$ cat config.mk
export PLATFORM = sky130hd
export DESIGN_NAME = hsv_to_rgb_converter_flat
export DESIGN_NICKNAME = d
export VERILOG_FILES = /design/src/sv/hsv2rgb_pkg.sv /design/src/sv/hsv2rgb_if.sv /design/src/sv/hsv2rgb_split.sv /design/src/sv/hsv2rgb_scale.sv /design/src/sv/hsv2rgb_mix.sv /design/src/sv/hsv_to_rgb_converter.sv /design/src/flat_wrapper.sv
export SDC_FILE = /design/constraint.sdc
export NUM_CORES = 2
export LEC_CHECK = 0
export BUFFER_PORTS_ARGS = -buffer_cell sky130_fd_sc_hd__buf_4
export CAP_MARGIN = 20
export CELL_PAD_IN_SITES_DETAIL_PLACEMENT = 0
export CELL_PAD_IN_SITES_GLOBAL_PLACEMENT = 1
export CORE_AREA = 2 2 290 292
export CTS_BUF_LIST = sky130_fd_sc_hd__clkbuf_8
export DETAILED_ROUTE_END_ITERATION = 10
export DIE_AREA = 0 0 292 294
export PLACE_DENSITY = 0.59
export REMOVE_ABC_BUFFERS = 1
export SETUP_SLACK_MARGIN = 0.02
export SYNTH_ARGS = -nofsm -noshare
export SYNTH_HDL_FRONTEND = slang
export SYNTH_SLANG_ARGS = --single-unit
$ cat constraint.sdc
create_clock -name clk_i -period 7.29 [get_ports clk_i]
set_input_delay 1.0935 -clock clk_i [delete_from_list [all_inputs] [get_ports clk_i]]
set_output_delay 1.0935 -clock clk_i [all_outputs]
set_load 0.05 [all_outputs]
$ cat src/sv/hsv2rgb_pkg.sv
// ----------------------------------------------------------------------------
// hsv2rgb_pkg
// Shared types and constants of the hsv to rgb pixel converter.
// ----------------------------------------------------------------------------
`default_nettype none

package hsv2rgb_pkg;

  // fixed-point formats
  localparam int unsigned HueW    = 16;  // raw hue, signed
  localparam int unsigned HueCW   = 15;  // clamped hue, unsigned
  localparam int unsigned RemW    = 12;  // remainder within one sector
  localparam int unsigned SvW     = 9;   // saturation and value
  localparam int unsigned NumW    = 20;  // 3840*256 minus a product
  localparam int unsigned VpW     = 17;  // v*(256-s)
  localparam int unsigned MulW    = 28;  // v*num
  localparam int unsigned ChW     = 8;   // one output channel

  localparam logic [HueCW-1:0] HueSector = 15'd3840;
  localparam logic [HueCW-1:0] HueMax    = 15'd22976;
  localparam logic [SvW-1:0]   Unit      = 9'd256;
  localparam logic [NumW-1:0]  FullNum   = 20'd983040;  // 3840*256
  localparam logic [ChW-1:0]   AlphaOne  = 8'd255;

  // the 60 degree sector of the hue circle
  typedef enum logic [2:0] {
    SEC_RED     = 3'd0,
    SEC_YELLOW  = 3'd1,
    SEC_GREEN   = 3'd2,
    SEC_CYAN    = 3'd3,
    SEC_BLUE    = 3'd4,
    SEC_MAGENTA = 3'd5
  } sector_e;

  // after clamp and sector split
  typedef struct packed {
    sector_e           sector;
    logic [RemW-1:0]   rem;
    logic [SvW-1:0]    sat;
    logic [SvW-1:0]    val;
  } split_t;

  // after the scaling products, ready for the channel mix
  typedef struct packed {
    sector_e           sector;
    logic [MulW-1:0]   mul_q;
    logic [MulW-1:0]   mul_t;
    logic [ChW-1:0]    ch_v;
    logic [ChW-1:0]    ch_p;
  } scaled_t;

endpackage

`default_nettype wire

$ cat src/sv/hsv2rgb_if.sv
// ----------------------------------------------------------------------------
// hsv2rgb channel interfaces
// Valid/ready channels for hsv input pixels and rgba output pixels.
// ----------------------------------------------------------------------------
`default_nettype none

interface hsv_if;
  logic               valid;
  logic               ready;
  logic signed [15:0] hue;
  logic [8:0]         saturation;
  logic [8:0]         brightness;

  modport source (output valid, hue, saturation, brightness, input ready);
  modport sink   (input valid, hue, saturation, brightness, output ready);
endinterface

interface rgba_if;
  logic       valid;
  logic       ready;
  logic [7:0] red;
  logic [7:0] green;
  logic [7:0] blue;
  logic [7:0] alpha;

  modport source (output valid, red, green, blue, alpha, input ready);
  modport sink   (input valid, red, green, blue, alpha, output ready);
endinterface

`default_nettype wire

$ cat src/sv/hsv2rgb_split.sv
// ----------------------------------------------------------------------------
// hsv2rgb_split
// First stage: clamps the inputs and splits hue into sector and remainder.
// ----------------------------------------------------------------------------
`default_nettype none

module hsv2rgb_split (
  input  wire                                  clk_i,
  input  wire                                  rst_ni,
  input  wire                                  valid_i,
  output logic                                 ready_o,
  input  wire signed [hsv2rgb_pkg::HueW-1:0]   hue_i,
  input  wire        [hsv2rgb_pkg::SvW-1:0]    sat_i,
  input  wire        [hsv2rgb_pkg::SvW-1:0]    val_i,
  output logic                                 valid_o,
  input  wire                                  ready_i,
  output hsv2rgb_pkg::split_t                  data_o
);

  logic                                valid_q;
  hsv2rgb_pkg::split_t                 data_d, data_q;
  logic [hsv2rgb_pkg::HueCW-1:0]       hue_c;
  logic [hsv2rgb_pkg::HueCW-1:0]       base;
  logic [hsv2rgb_pkg::HueCW-1:0]       rem_w;

  assign ready_o = !valid_q || ready_i;
  assign valid_o = valid_q;
  assign data_o  = data_q;

  always_comb begin
    // clamp hue to 0..359 degrees
    if (hue_i[hsv2rgb_pkg::HueW-1]) begin
      hue_c = '0;
    end else if (hue_i[hsv2rgb_pkg::HueCW-1:0] > hsv2rgb_pkg::HueMax) begin
      hue_c = hsv2rgb_pkg::HueMax;
    end else begin
      hue_c = hue_i[hsv2rgb_pkg::HueCW-1:0];
    end

    // sector by compare against multiples of 60 degrees
    if (hue_c >= 15'(5 * hsv2rgb_pkg::HueSector)) begin
      data_d.sector = hsv2rgb_pkg::SEC_MAGENTA;
      base          = 15'(5 * hsv2rgb_pkg::HueSector);
    end else if (hue_c >= 15'(4 * hsv2rgb_pkg::HueSector)) begin
      data_d.sector = hsv2rgb_pkg::SEC_BLUE;
      base          = 15'(4 * hsv2rgb_pkg::HueSector);
    end else if (hue_c >= 15'(3 * hsv2rgb_pkg::HueSector)) begin
      data_d.sector = hsv2rgb_pkg::SEC_CYAN;
      base          = 15'(3 * hsv2rgb_pkg::HueSector);
    end else if (hue_c >= 15'(2 * hsv2rgb_pkg::HueSector)) begin
      data_d.sector = hsv2rgb_pkg::SEC_GREEN;
      base          = 15'(2 * hsv2rgb_pkg::HueSector);
    end else if (hue_c >= hsv2rgb_pkg::HueSector) begin
      data_d.sector = hsv2rgb_pkg::SEC_YELLOW;
      base          = hsv2rgb_pkg::HueSector;
    end else begin
      data_d.sector = hsv2rgb_pkg::SEC_RED;
      base          = '0;
    end

    rem_w      = hue_c - base;
    data_d.rem = rem_w[hsv2rgb_pkg::RemW-1:0];

    // saturate s and v at 1.0
    data_d.sat = (sat_i > hsv2rgb_pkg::Unit) ? hsv2rgb_pkg::Unit : sat_i;
    data_d.val = (val_i > hsv2rgb_pkg::Unit) ? hsv2rgb_pkg::Unit : val_i;
  end

  always_ff @(posedge clk_i or negedge rst_ni) begin
    if (!rst_ni) begin
      valid_q <= 1'b0;
    end else if (ready_o) begin
      valid_q <= valid_i;
    end
  end

  always_ff @(posedge clk_i) begin
    if (ready_o && valid_i) begin
      data_q <= data_d;
    end
  end

endmodule

`default_nettype wire

$ cat src/sv/hsv2rgb_scale.sv
// ----------------------------------------------------------------------------
// hsv2rgb_scale
// Second and third stages: numerators of q and t, then products with v.
// ----------------------------------------------------------------------------
`default_nettype none

module hsv2rgb_scale (
  input  wire                        clk_i,
  input  wire                        rst_ni,
  input  wire                        valid_i,
  output logic                       ready_o,
  input  wire hsv2rgb_pkg::split_t   data_i,
  output logic                       valid_o,
  input  wire                        ready_i,
  output hsv2rgb_pkg::scaled_t       data_o
);

  localparam int unsigned NumW = hsv2rgb_pkg::NumW;
  localparam int unsigned MulW = hsv2rgb_pkg::MulW;
  localparam int unsigned SvW  = hsv2rgb_pkg::SvW;

  // stage two registers
  logic                          v2_q;
  hsv2rgb_pkg::sector_e          sec2_q;
  logic [NumW-1:0]               num_q_q, num_t_q;
  logic [SvW-1:0]                val2_q;
  logic [hsv2rgb_pkg::VpW-1:0]   vp2_q;
  logic [hsv2rgb_pkg::ChW-1:0]   cv2_q;
  logic                          rdy2;

  // stage three registers
  logic                          v3_q;
  hsv2rgb_pkg::scaled_t          d3_d, d3_q;

  // stage two logic
  logic [hsv2rgb_pkg::RemW-1:0]  rem_c;
  logic [NumW-1:0]               prod_q, prod_t, num_q_d, num_t_d;
  logic [17:0]                   vp_w;
  logic [16:0]                   v255;

  assign ready_o = !v2_q || rdy2;
  assign rdy2    = !v3_q || ready_i;
  assign valid_o = v3_q;
  assign data_o  = d3_q;

  always_comb begin
    rem_c   = hsv2rgb_pkg::HueSector[hsv2rgb_pkg::RemW-1:0] - data_i.rem;
    prod_q  = NumW'(data_i.rem) * NumW'(data_i.sat);
    prod_t  = NumW'(rem_c) * NumW'(data_i.sat);
    num_q_d = hsv2rgb_pkg::FullNum - prod_q;
    num_t_d = hsv2rgb_pkg::FullNum - prod_t;
    vp_w    = 18'(data_i.val) * 18'(hsv2rgb_pkg::Unit - data_i.sat);
    v255    = {data_i.val, 8'd0} - 17'(data_i.val);
  end

  // stage three logic: v times numerators, p channel
  logic [23:0] p255;

  always_comb begin
    p255          = 24'({vp2_q, 8'd0} - 25'(vp2_q));
    d3_d.sector   = sec2_q;
    d3_d.mul_q    = MulW'(MulW'(val2_q) * MulW'(num_q_q));
    d3_d.mul_t    = MulW'(MulW'(val2_q) * MulW'(num_t_q));
    d3_d.ch_v     = cv2_q;
    d3_d.ch_p     = p255[23:16];
  end

  always_ff @(posedge clk_i or negedge rst_ni) begin
    if (!rst_ni) begin
      v2_q <= 1'b0;
      v3_q <= 1'b0;
    end else begin
      if (ready_o) begin
        v2_q <= valid_i;
      end
      if (rdy2) begin
        v3_q <= v2_q;
      end
    end
  end

  always_ff @(posedge clk_i) begin
    if (ready_o && valid_i) begin
      sec2_q  <= data_i.sector;
      num_q_q <= num_q_d;
      num_t_q <= num_t_d;
      val2_q  <= data_i.val;
      vp2_q   <= vp_w[hsv2rgb_pkg::VpW-1:0];
      cv2_q   <= v255[15:8];
    end
    if (rdy2 && v2_q) begin
      d3_q <= d3_d;
    end
  end

endmodule

`default_nettype wire

$ cat src/sv/hsv2rgb_mix.sv
// ----------------------------------------------------------------------------
// hsv2rgb_mix
// Last stage: final scaling of q and t and the sector permutation.
// ----------------------------------------------------------------------------
`default_nettype none

module hsv2rgb_mix (
  input  wire                                 clk_i,
  input  wire                                 rst_ni,
  input  wire                                 valid_i,
  output logic                                ready_o,
  input  wire hsv2rgb_pkg::scaled_t           data_i,
  output logic                                valid_o,
  input  wire                                 ready_i,
  output logic [hsv2rgb_pkg::ChW-1:0]         red_o,
  output logic [hsv2rgb_pkg::ChW-1:0]         green_o,
  output logic [hsv2rgb_pkg::ChW-1:0]         blue_o
);

  localparam int unsigned ChW = hsv2rgb_pkg::ChW;

  logic            valid_q;
  logic [ChW-1:0]  red_d, green_d, blue_d;
  logic [ChW-1:0]  red_q, green_q, blue_q;
  logic [32:0]     q17, t17;
  logic [ChW-1:0]  cq, ct;

  assign ready_o = !valid_q || ready_i;
  assign valid_o = valid_q;
  assign red_o   = red_q;
  assign green_o = green_q;
  assign blue_o  = blue_q;

  always_comb begin
    // 255/(3840*65536) = 17/2^24
    q17 = {1'b0, data_i.mul_q, 4'd0} + 33'(data_i.mul_q);
    t17 = {1'b0, data_i.mul_t, 4'd0} + 33'(data_i.mul_t);
    cq  = q17[31:24];
    ct  = t17[31:24];

    unique case (data_i.sector)
      hsv2rgb_pkg::SEC_RED: begin
        red_d = data_i.ch_v; green_d = ct;          blue_d = data_i.ch_p;
      end
      hsv2rgb_pkg::SEC_YELLOW: begin
        red_d = cq;          green_d = data_i.ch_v; blue_d = data_i.ch_p;
      end
      hsv2rgb_pkg::SEC_GREEN: begin
        red_d = data_i.ch_p; green_d = data_i.ch_v; blue_d = ct;
      end
      hsv2rgb_pkg::SEC_CYAN: begin
        red_d = data_i.ch_p; green_d = cq;          blue_d = data_i.ch_v;
      end
      hsv2rgb_pkg::SEC_BLUE: begin
        red_d = ct;          green_d = data_i.ch_p; blue_d = data_i.ch_v;
      end
      default: begin
        red_d = data_i.ch_v; green_d = data_i.ch_p; blue_d = cq;
      end
    endcase
  end

  always_ff @(posedge clk_i or negedge rst_ni) begin
    if (!rst_ni) begin
      valid_q <= 1'b0;
    end else if (ready_o) begin
      valid_q <= valid_i;
    end
  end

  always_ff @(posedge clk_i) begin
    if (ready_o && valid_i) begin
      red_q   <= red_d;
      green_q <= green_d;
      blue_q  <= blue_d;
    end
  end

endmodule

`default_nettype wire

$ cat src/sv/hsv_to_rgb_converter.sv
// ----------------------------------------------------------------------------
// hsv_to_rgb_converter
// Streaming hsv to rgba pixel converter, one pixel per clock while the output is not stalled.
// ----------------------------------------------------------------------------
// usage
//   hsv_in_i   : sink of hsv beats (hue in 1/64 degree, signed; saturation
//                and brightness with 256 as 1.0, larger values saturate)
//   rgba_out_o : source of rgba beats, 8 bits per channel, alpha fixed at 255
//   a beat moves when valid and ready are both high at a rising edge
// pipeline and throughput
//   four register stages, the first loaded at the edge that accepts an
//   input beat (clamp/sector, numerators, v products, final scale and
//   permutation); one beat per cycle sustained while the output is not
//   stalled, since every stage's ready looks through to the next one
// reset
//   rst_ni clears all stage valid bits at once; no pixel state is kept
// stalls
//   every stage holds its beat while the next one is full and stalled, and
//   takes a new beat as soon as its own slot frees up, so bubbles collapse;
//   hsv_in_i.ready drops only when all four stages hold a pixel
// ----------------------------------------------------------------------------
`default_nettype none

module hsv_to_rgb_converter (
  input  wire     clk_i,
  input  wire     rst_ni,
  hsv_if.sink     hsv_in_i,
  rgba_if.source  rgba_out_o
);

  // stage one to stage two
  logic                  split_valid;
  logic                  split_ready;
  hsv2rgb_pkg::split_t   split_data;

  // stage three to stage four
  logic                  scale_valid;
  logic                  scale_ready;
  hsv2rgb_pkg::scaled_t  scale_data;

  // clamp and sector split
  hsv2rgb_split u_split (
    .clk_i   (clk_i),
    .rst_ni  (rst_ni),
    .valid_i (hsv_in_i.valid),
    .ready_o (hsv_in_i.ready),
    .hue_i   (hsv_in_i.hue),
    .sat_i   (hsv_in_i.saturation),
    .val_i   (hsv_in_i.brightness),
    .valid_o (split_valid),
    .ready_i (split_ready),
    .data_o  (split_data)
  );

  // numerators and v products, two stages
  hsv2rgb_scale u_scale (
    .clk_i   (clk_i),
    .rst_ni  (rst_ni),
    .valid_i (split_valid),
    .ready_o (split_ready),
    .data_i  (split_data),
    .valid_o (scale_valid),
    .ready_i (scale_ready),
    .data_o  (scale_data)
  );

  // final scale and channel permutation, doubles as output register
  hsv2rgb_mix u_mix (
    .clk_i   (clk_i),
    .rst_ni  (rst_ni),
    .valid_i (scale_valid),
    .ready_o (scale_ready),
    .data_i  (scale_data),
    .valid_o (rgba_out_o.valid),
    .ready_i (rgba_out_o.ready),
    .red_o   (rgba_out_o.red),
    .green_o (rgba_out_o.green),
    .blue_o  (rgba_out_o.blue)
  );

  assign rgba_out_o.alpha = hsv2rgb_pkg::AlphaOne;

  // ---------------------------------------------------------------------------
  // assertions
  // ---------------------------------------------------------------------------

  // remainder always lies inside one 60 degree sector
  assert property (@(posedge clk_i) disable iff (!rst_ni)
    split_valid |-> (split_data.rem < hsv2rgb_pkg::HueSector[hsv2rgb_pkg::RemW-1:0]))
    else $error("hue remainder out of sector range");

  // input back-pressure only when the pipe is completely full
  assert property (@(posedge clk_i) disable iff (!rst_ni)
    !hsv_in_i.ready |-> (split_valid && scale_valid && rgba_out_o.valid
                         && !rgba_out_o.ready))
    else $error("input stalled while pipeline has a free slot");

  // a stalled stage-three beat is never overwritten
  assert property (@(posedge clk_i) disable iff (!rst_ni)
    (scale_valid && !scale_ready) |=> (scale_valid && $stable(scale_data)))
    else $error("stalled scale beat changed");

endmodule

`default_nettype wire
$ cat src/flat_wrapper.sv
// flat-port wrapper written by rule: the top's interface ports become plain ports
module hsv_to_rgb_converter_flat 
  (clk_i, rst_ni, hsv_in_i_valid, hsv_in_i_hue, hsv_in_i_saturation, hsv_in_i_brightness, hsv_in_i_ready, rgba_out_o_valid, rgba_out_o_red, rgba_out_o_green, rgba_out_o_blue, rgba_out_o_alpha, rgba_out_o_ready);
  hsv_if hsv_in_i_i ();
  rgba_if rgba_out_o_i ();
  input  wire clk_i;
  input  wire rst_ni;
  input wire logic [$bits(hsv_in_i_i.valid)-1:0] hsv_in_i_valid;
  input wire logic [$bits(hsv_in_i_i.hue)-1:0] hsv_in_i_hue;
  input wire logic [$bits(hsv_in_i_i.saturation)-1:0] hsv_in_i_saturation;
  input wire logic [$bits(hsv_in_i_i.brightness)-1:0] hsv_in_i_brightness;
  output wire logic [$bits(hsv_in_i_i.ready)-1:0] hsv_in_i_ready;
  output wire logic [$bits(rgba_out_o_i.valid)-1:0] rgba_out_o_valid;
  output wire logic [$bits(rgba_out_o_i.red)-1:0] rgba_out_o_red;
  output wire logic [$bits(rgba_out_o_i.green)-1:0] rgba_out_o_green;
  output wire logic [$bits(rgba_out_o_i.blue)-1:0] rgba_out_o_blue;
  output wire logic [$bits(rgba_out_o_i.alpha)-1:0] rgba_out_o_alpha;
  input wire logic [$bits(rgba_out_o_i.ready)-1:0] rgba_out_o_ready;
  assign hsv_in_i_i.valid = hsv_in_i_valid;
  assign hsv_in_i_i.hue = hsv_in_i_hue;
  assign hsv_in_i_i.saturation = hsv_in_i_saturation;
  assign hsv_in_i_i.brightness = hsv_in_i_brightness;
  assign hsv_in_i_ready = hsv_in_i_i.ready;
  assign rgba_out_o_valid = rgba_out_o_i.valid;
  assign rgba_out_o_red = rgba_out_o_i.red;
  assign rgba_out_o_green = rgba_out_o_i.green;
  assign rgba_out_o_blue = rgba_out_o_i.blue;
  assign rgba_out_o_alpha = rgba_out_o_i.alpha;
  assign rgba_out_o_i.ready = rgba_out_o_ready;
  hsv_to_rgb_converter u_core (.clk_i(clk_i), .rst_ni(rst_ni), .hsv_in_i(hsv_in_i_i), .rgba_out_o(rgba_out_o_i));
endmodule
# Yosys cells after proc, flatten, opt, wreduce, memory -nomap -nowiden

Index checks and enable logic that the tools add are counted.

Output and inout port bits: 34
Bits of input ports: 38
Register bits: 213
Word-level logic and storage cells: 81

Add/subtract/negate cells: 9
Reductions and logical operators: 18
Muxes and demuxes: 14
Magnitude comparators: 8
Equality and inequality tests: 4
Multipliers: 5

Operators with widths:

| kind                                                                | number |
|---|---|
| one-hot mux 8 bit (3 select lines)                                  | 3 |
| adder 32 x 28 -> 32 bit                                             | 2 |
| 2-to-1 mux 12 bit                                                   | 5 |
| multiplier 9 x 20 -> 28 bit                                         | 2 |
| multiplier 12 x 9 -> 20 bit                                         | 2 |
| subtractor 20 bit, first input constant                             | 2 |
| greater-or-equal comparator 15 x 14 -> 1 bit, second input constant | 2 |
| 2-to-1 mux 15 bit                                                   | 2 |
| subtractor 24 x 17 -> 24 bit                                        | 1 |
| greater-than comparator 9 bit, second input constant                | 2 |
| multiplier 10 x 10 -> 17 bit                                        | 1 |
| subtractor 16 x 9 -> 16 bit                                         | 1 |
| greater-or-equal comparator 15 x 12 -> 1 bit, second input constant | 1 |
| greater-or-equal comparator 15 x 13 -> 1 bit, second input constant | 1 |
| greater-or-equal comparator 15 bit, second input constant           | 1 |
| greater-than comparator 15 bit, second input constant               | 1 |
| subtractor 12 bit                                                   | 1 |
| subtractor 12 bit, first input constant                             | 1 |
| OR reduction 2 bit                                                  | 5 |
| subtractor 9 x 9 -> 10 bit, first input constant                    | 1 |
| == test 3 x 2 -> 1 bit, second input constant                       | 2 |
| logical AND 1 bit                                                   | 4 |
| zero test 1 bit                                                     | 4 |
| logical OR 1 bit                                                    | 4 |
| other kinds (5)                                                     | 7 |

# Depth between registers and ports, before layout

Depth in word-level cells: 10
Mapped depth: 24
Depth with buffers taken out: 24

# Modules after synthesis

Synthesis repeated with hierarchy kept, for this count alone.

Cell total of the unflattened synthesis: 3268
Area, all modules: 31263.7 um^2

By module, submodules not included:

| module               | cells an instance | seq. area each (um^2) | area each (um^2) | times used |
|---|---|---|---|---|
| hsv2rgb_scale        | 2721              | 4554.4                | 26233.9          | 1 |
| hsv2rgb_mix          | 414               | 745.7                 | 3358.2           | 1 |
| hsv2rgb_split        | 124               | 1016.0                | 1607.8           | 1 |
| hsv_to_rgb_converter | 9                 | 0.0                   | 63.8             | 1 |

# Worst setup path after synthesis

No wires, ideal clock.

Path type: register to register
From: register u_core.u_split.data_q (netlist bit u_core.u_split.data_o[9])
To: register u_core.u_scale.vp2_q[15] in the netlist's numbering, data pin
Required time: 7.024 ns
Setup time: 0.266 ns
Arrival time: 5.774 ns
Cell stages (with the launch flop): 23
Buffers on the path: 0
Setup slack: 1.250 ns
Clock period less this slack: 6.040 ns
Path through: edfxtp_1 inv_1 ha_1 nand2_1 or3_1 or3_1 xnor2_2 nand2_1 fa_1 fa_1 inv_1 fa_1 fa_1 inv_1 fa_1 inv_1 ha_1 inv_1 o21ai_0 and2_1 o31a_1 o41ai_1 xnor2_1

Longest elaborated chain between the ends: 2

RTL lines:

| element                      | RTL line            | RTL |
|---|---|---|
| from (decl)                  | hsv2rgb_split.sv:21 | `hsv2rgb_pkg::split_t data_d, data_q;` |
| from (signal assigned)       | hsv2rgb_split.sv:79 | `data_q <= data_d;` |
| subtractor 9 x 9 -> 10 bit   | hsv2rgb_scale.sv:52 | `vp_w = 18'(data_i.val) * 18'(hsv2rgb_pkg::Unit - data_i.sat);` |
| multiplier 10 x 10 -> 17 bit | hsv2rgb_scale.sv:52 |  |
| net u_core.u_scale.vp_w[15]  | hsv2rgb_scale.sv:38 | `logic [17:0] vp_w;` |
| to (signal assigned)         | hsv2rgb_scale.sv:88 | `vp2_q <= vp_w[hsv2rgb_pkg::VpW-1:0];` |
| to (decl)                    | hsv2rgb_scale.sv:27 | `logic [hsv2rgb_pkg::VpW-1:0] vp2_q;` |

The timed path passes the listed nets, and every way through them passes these cells.
A chain may end at the register's enable or synchronous reset.

# Worst setup path after layout

From: register u_core.u_split.data_q (netlist bit u_core.u_split.data_o[9])
To: register u_core.u_scale.vp2_q[16] in the netlist's numbering, data pin

The elaborated chain is that of the path after synthesis.

==> metrics <==
Fmax ~150 MHz; crit path time final around 6.5 ns; worst-path fanout max 9; CP startpoint u_core.u_split.data_o[9]$_SDFFCE_PN0P_; global placement routability congestion just over 0.8; num rows 106; Final WS setup 0.7976 ns; post-synthesis register bit count 211; largest cells by area after synthesis fa_1 (29%), edfxtp_1 (20%), ha_1 (13%); DRT iter0 DRCs 1009; placed insts 4183; synth unique cells 71; met3 wire len 2496 um; critical path type flop to flop; dpl hpwl 58440 um; CTS root buf clkbuf_8; area growth from synthesis to layout 7.522%; sequential-to-total area share from yosys stat between 20% and 30%; RSZ-0062 raised after global routing false; clk_skew 0.02299 ns; Setup Slack @ Placement 0.7543 ns; Tightest Pin Transition 1.153 ns; crit share post-route approximately nine tenths; headroom to the max-slew limit 23.14%; Met2 Wirelength 34770 um; top-area cell type share of the netlist area 29.28%; Synth Cell Area 30360 sq um; Post-DRT Antenna Nets 0; drt drc 0; IO Count 72; share of cells above drive strength 1 5.444%; clock buffer depth 3; post-route insts no fill around 4300; Fillers around 8200; required time worst endpoint 7.63 ns; fin area 32640 sq um; worst hold path type input port to async pin; Post-synth EDFFs 207; Starting Density 36.62%; worst skew pair latency 0.61 ns; Met1 Wirelength roughly 35000 um; crit path launch type flop; Inserted Clock Buffers 41; Max-Cap Viols 0; H-Tree Depth 2; Reg clk slew, reported paths 0.06 ns; Via density 4.913; Hold-fix buffers, CTS 0; final setup vio count 0; nets@finish 3950; die width around 290 um; crit path DAT 6.83 ns; CTS tree built; Yosys top cell by area fa_1; status complete, no violations; Syn. warnings 0; initial antenna violation count 1; DR top layer met4; setup repair bufs after CTS 0; final hold vios 0; Synth Instances 3147; asr flop ratio synth between 1.5 and 2%; Core Region 82890 sq um; r2r setup slk 0.80 ns; vias in the first global route 22740; Critical Path Sink Type flop; setup TNS 0 ns; All-Layer GR Usage 17.76%; pins over their slew limit 0; die footprint roughly 86000 sq um; dpl cell area around 32000 sq um; Post-Route WL about 73000 um; Port Buffers 63; via count roughly 21000; largest net degree at the start of global routing 77; total gr overflow 0; Avg Inst Size Synth 9.646 sq um; clock sinks 211; count leader, synth inv_1; first-pass GRT wire length 122000 um; post-CTS sizing 0; top_reg_cell synth edfxtp_1; r2r startpoint u_core.u_split.data_o[9]$_SDFFCE_PN0P_; Synth top cells by count inv_1 (532), fa_1 (444), nand2_1 (411); Detailed Routing Iterations Pass 1 5; Die H 294 um; Avg WL per Cell 17.21 um
-- registers in the layout, summed over array words and instances, names as in the netlist, 8 cells and up --
name / count
u_core.u_scale.data_o: 74
u_core.u_split.data_o: 33
u_core.u_scale.num_q_q: 20
u_core.u_scale.num_t_q: 19
u_core.u_scale.vp2_q: 17
u_core.u_scale.val2_q: 9
u_core.u_mix.blue_o: 8
u_core.u_mix.green_o: 8
u_core.u_mix.red_o: 8
u_core.u_scale.cv2_q: 8
-- logic make-up (layout without fill, tap and decap cells) --
family | after synthesis | after routing | synth area share (%)
XOR/XNOR | 143 | 143 | 4.151
multiplexers | 14 | 14 | 0.4740
adder cells (fa/ha/maj) | 765 | 765 | 42.51
buffers and inverters | 675 | 699 | 8.446
AND/OR/NAND/NOR | 1014 | 1014 | 16.51
AO/OA/AOI/OAI | 324 | 324 | 7.085
flip-flops | 211 | 211 | 20.81
other | 1 | 9 | 0.01235
-- path summary, 6_finish.rpt --
check	to	cells after the start
max in group asynchronous	u_core.u_scale.v2_q$_DFFE_PN0P_	1
hold reg to reg	u_core.u_scale.data_o[13]$_DFFE_PP_	0
min in group clk_i	u_core.u_scale.data_o[13]$_DFFE_PP_	0
setup / recovery	u_core.u_scale.vp2_q[16]$_DFFE_PP_	22
setup reg to reg	u_core.u_scale.vp2_q[16]$_DFFE_PP_	22
hold / removal	u_core.u_mix.valid_o$_DFFE_PN0P_	1
-- per-layer routing --
metal  vias up  track usage (%)
met5         -                0
met1     10540            24.50
met3        69            1.964
met2       331            30.15
met4         0            3.747
li1       9986                -
-- layout make-up --
class	instances	area [sq um]	share of cell area, %
Multi-Input combinational cell	2268	21510	65.90
Antenna cell	1	2.502	0.007667
Tap cell	1080	1351	4.140
Clock buffer	42	578.1	1.771
Timing Repair Buffer	91	703.2	2.154
Inverter	534	2004	6.141
Sequential cell	211	6316	19.35
Clock inverter	32	172.7	0.5290
-- per-stage QoR --
step | hold slack, ns | util, %
detailed placement | 0.4045 | 38.43
floorplan | 0.4003 | -
global route | 0.2259 | 39.38
finish | 0.2770 | 39.38
global placement | 0.4076 | 38.43
CTS | 0.2122 | 39.34
-- worst max-delay path: stages, from the launching register on --
cell      delay [ns]
edfxtp_1        0.40
inv_1           0.17
ha_1            0.21
nand2_1         0.09
or3_1           0.35
or3_1           0.36
xnor2_2         0.36
nand2_1         0.14
fa_1            0.51
fa_1            0.55
inv_1           0.05
fa_1            0.50
fa_1            0.54
inv_1           0.05
fa_1            0.52
inv_1           0.04
ha_1            0.32
nand3_1         0.08
o31ai_1         0.29
nor4_1          0.08
nor3_1          0.30
a31oi_1         0.16
xnor2_1         0.15
-- placed cells by master (no fill, tap or decap), types with 7 or more instances in the layout --
cell type    n
xor2_1      42
xnor2_1    100
and2_1     315
clkinv_2     7
nor2b_1     28
o21a_1      21
nand2_1    411
and3_1      15
a21o_1      32
a21oi_1     86
nand3_1     24
mux2i_1     11
clkinv_1    12
nand4_1     12
nand2b_1    17
or2_2       11
nor3_1      31
conb_1       8
o211ai_1    13
a31oi_1     12
inv_1      543
nor4_1       9
nor2_1     105
buf_4       90
a211oi_1    14
nand3b_1     7
or3_1       15
o21ai_0     70
clkbuf_8    42
ha_1       321
fa_1       444
edfxtp_1   207
Power is not shown: default switching activity piles up to over one toggle a cycle in this logic, so the estimate is an artifact.
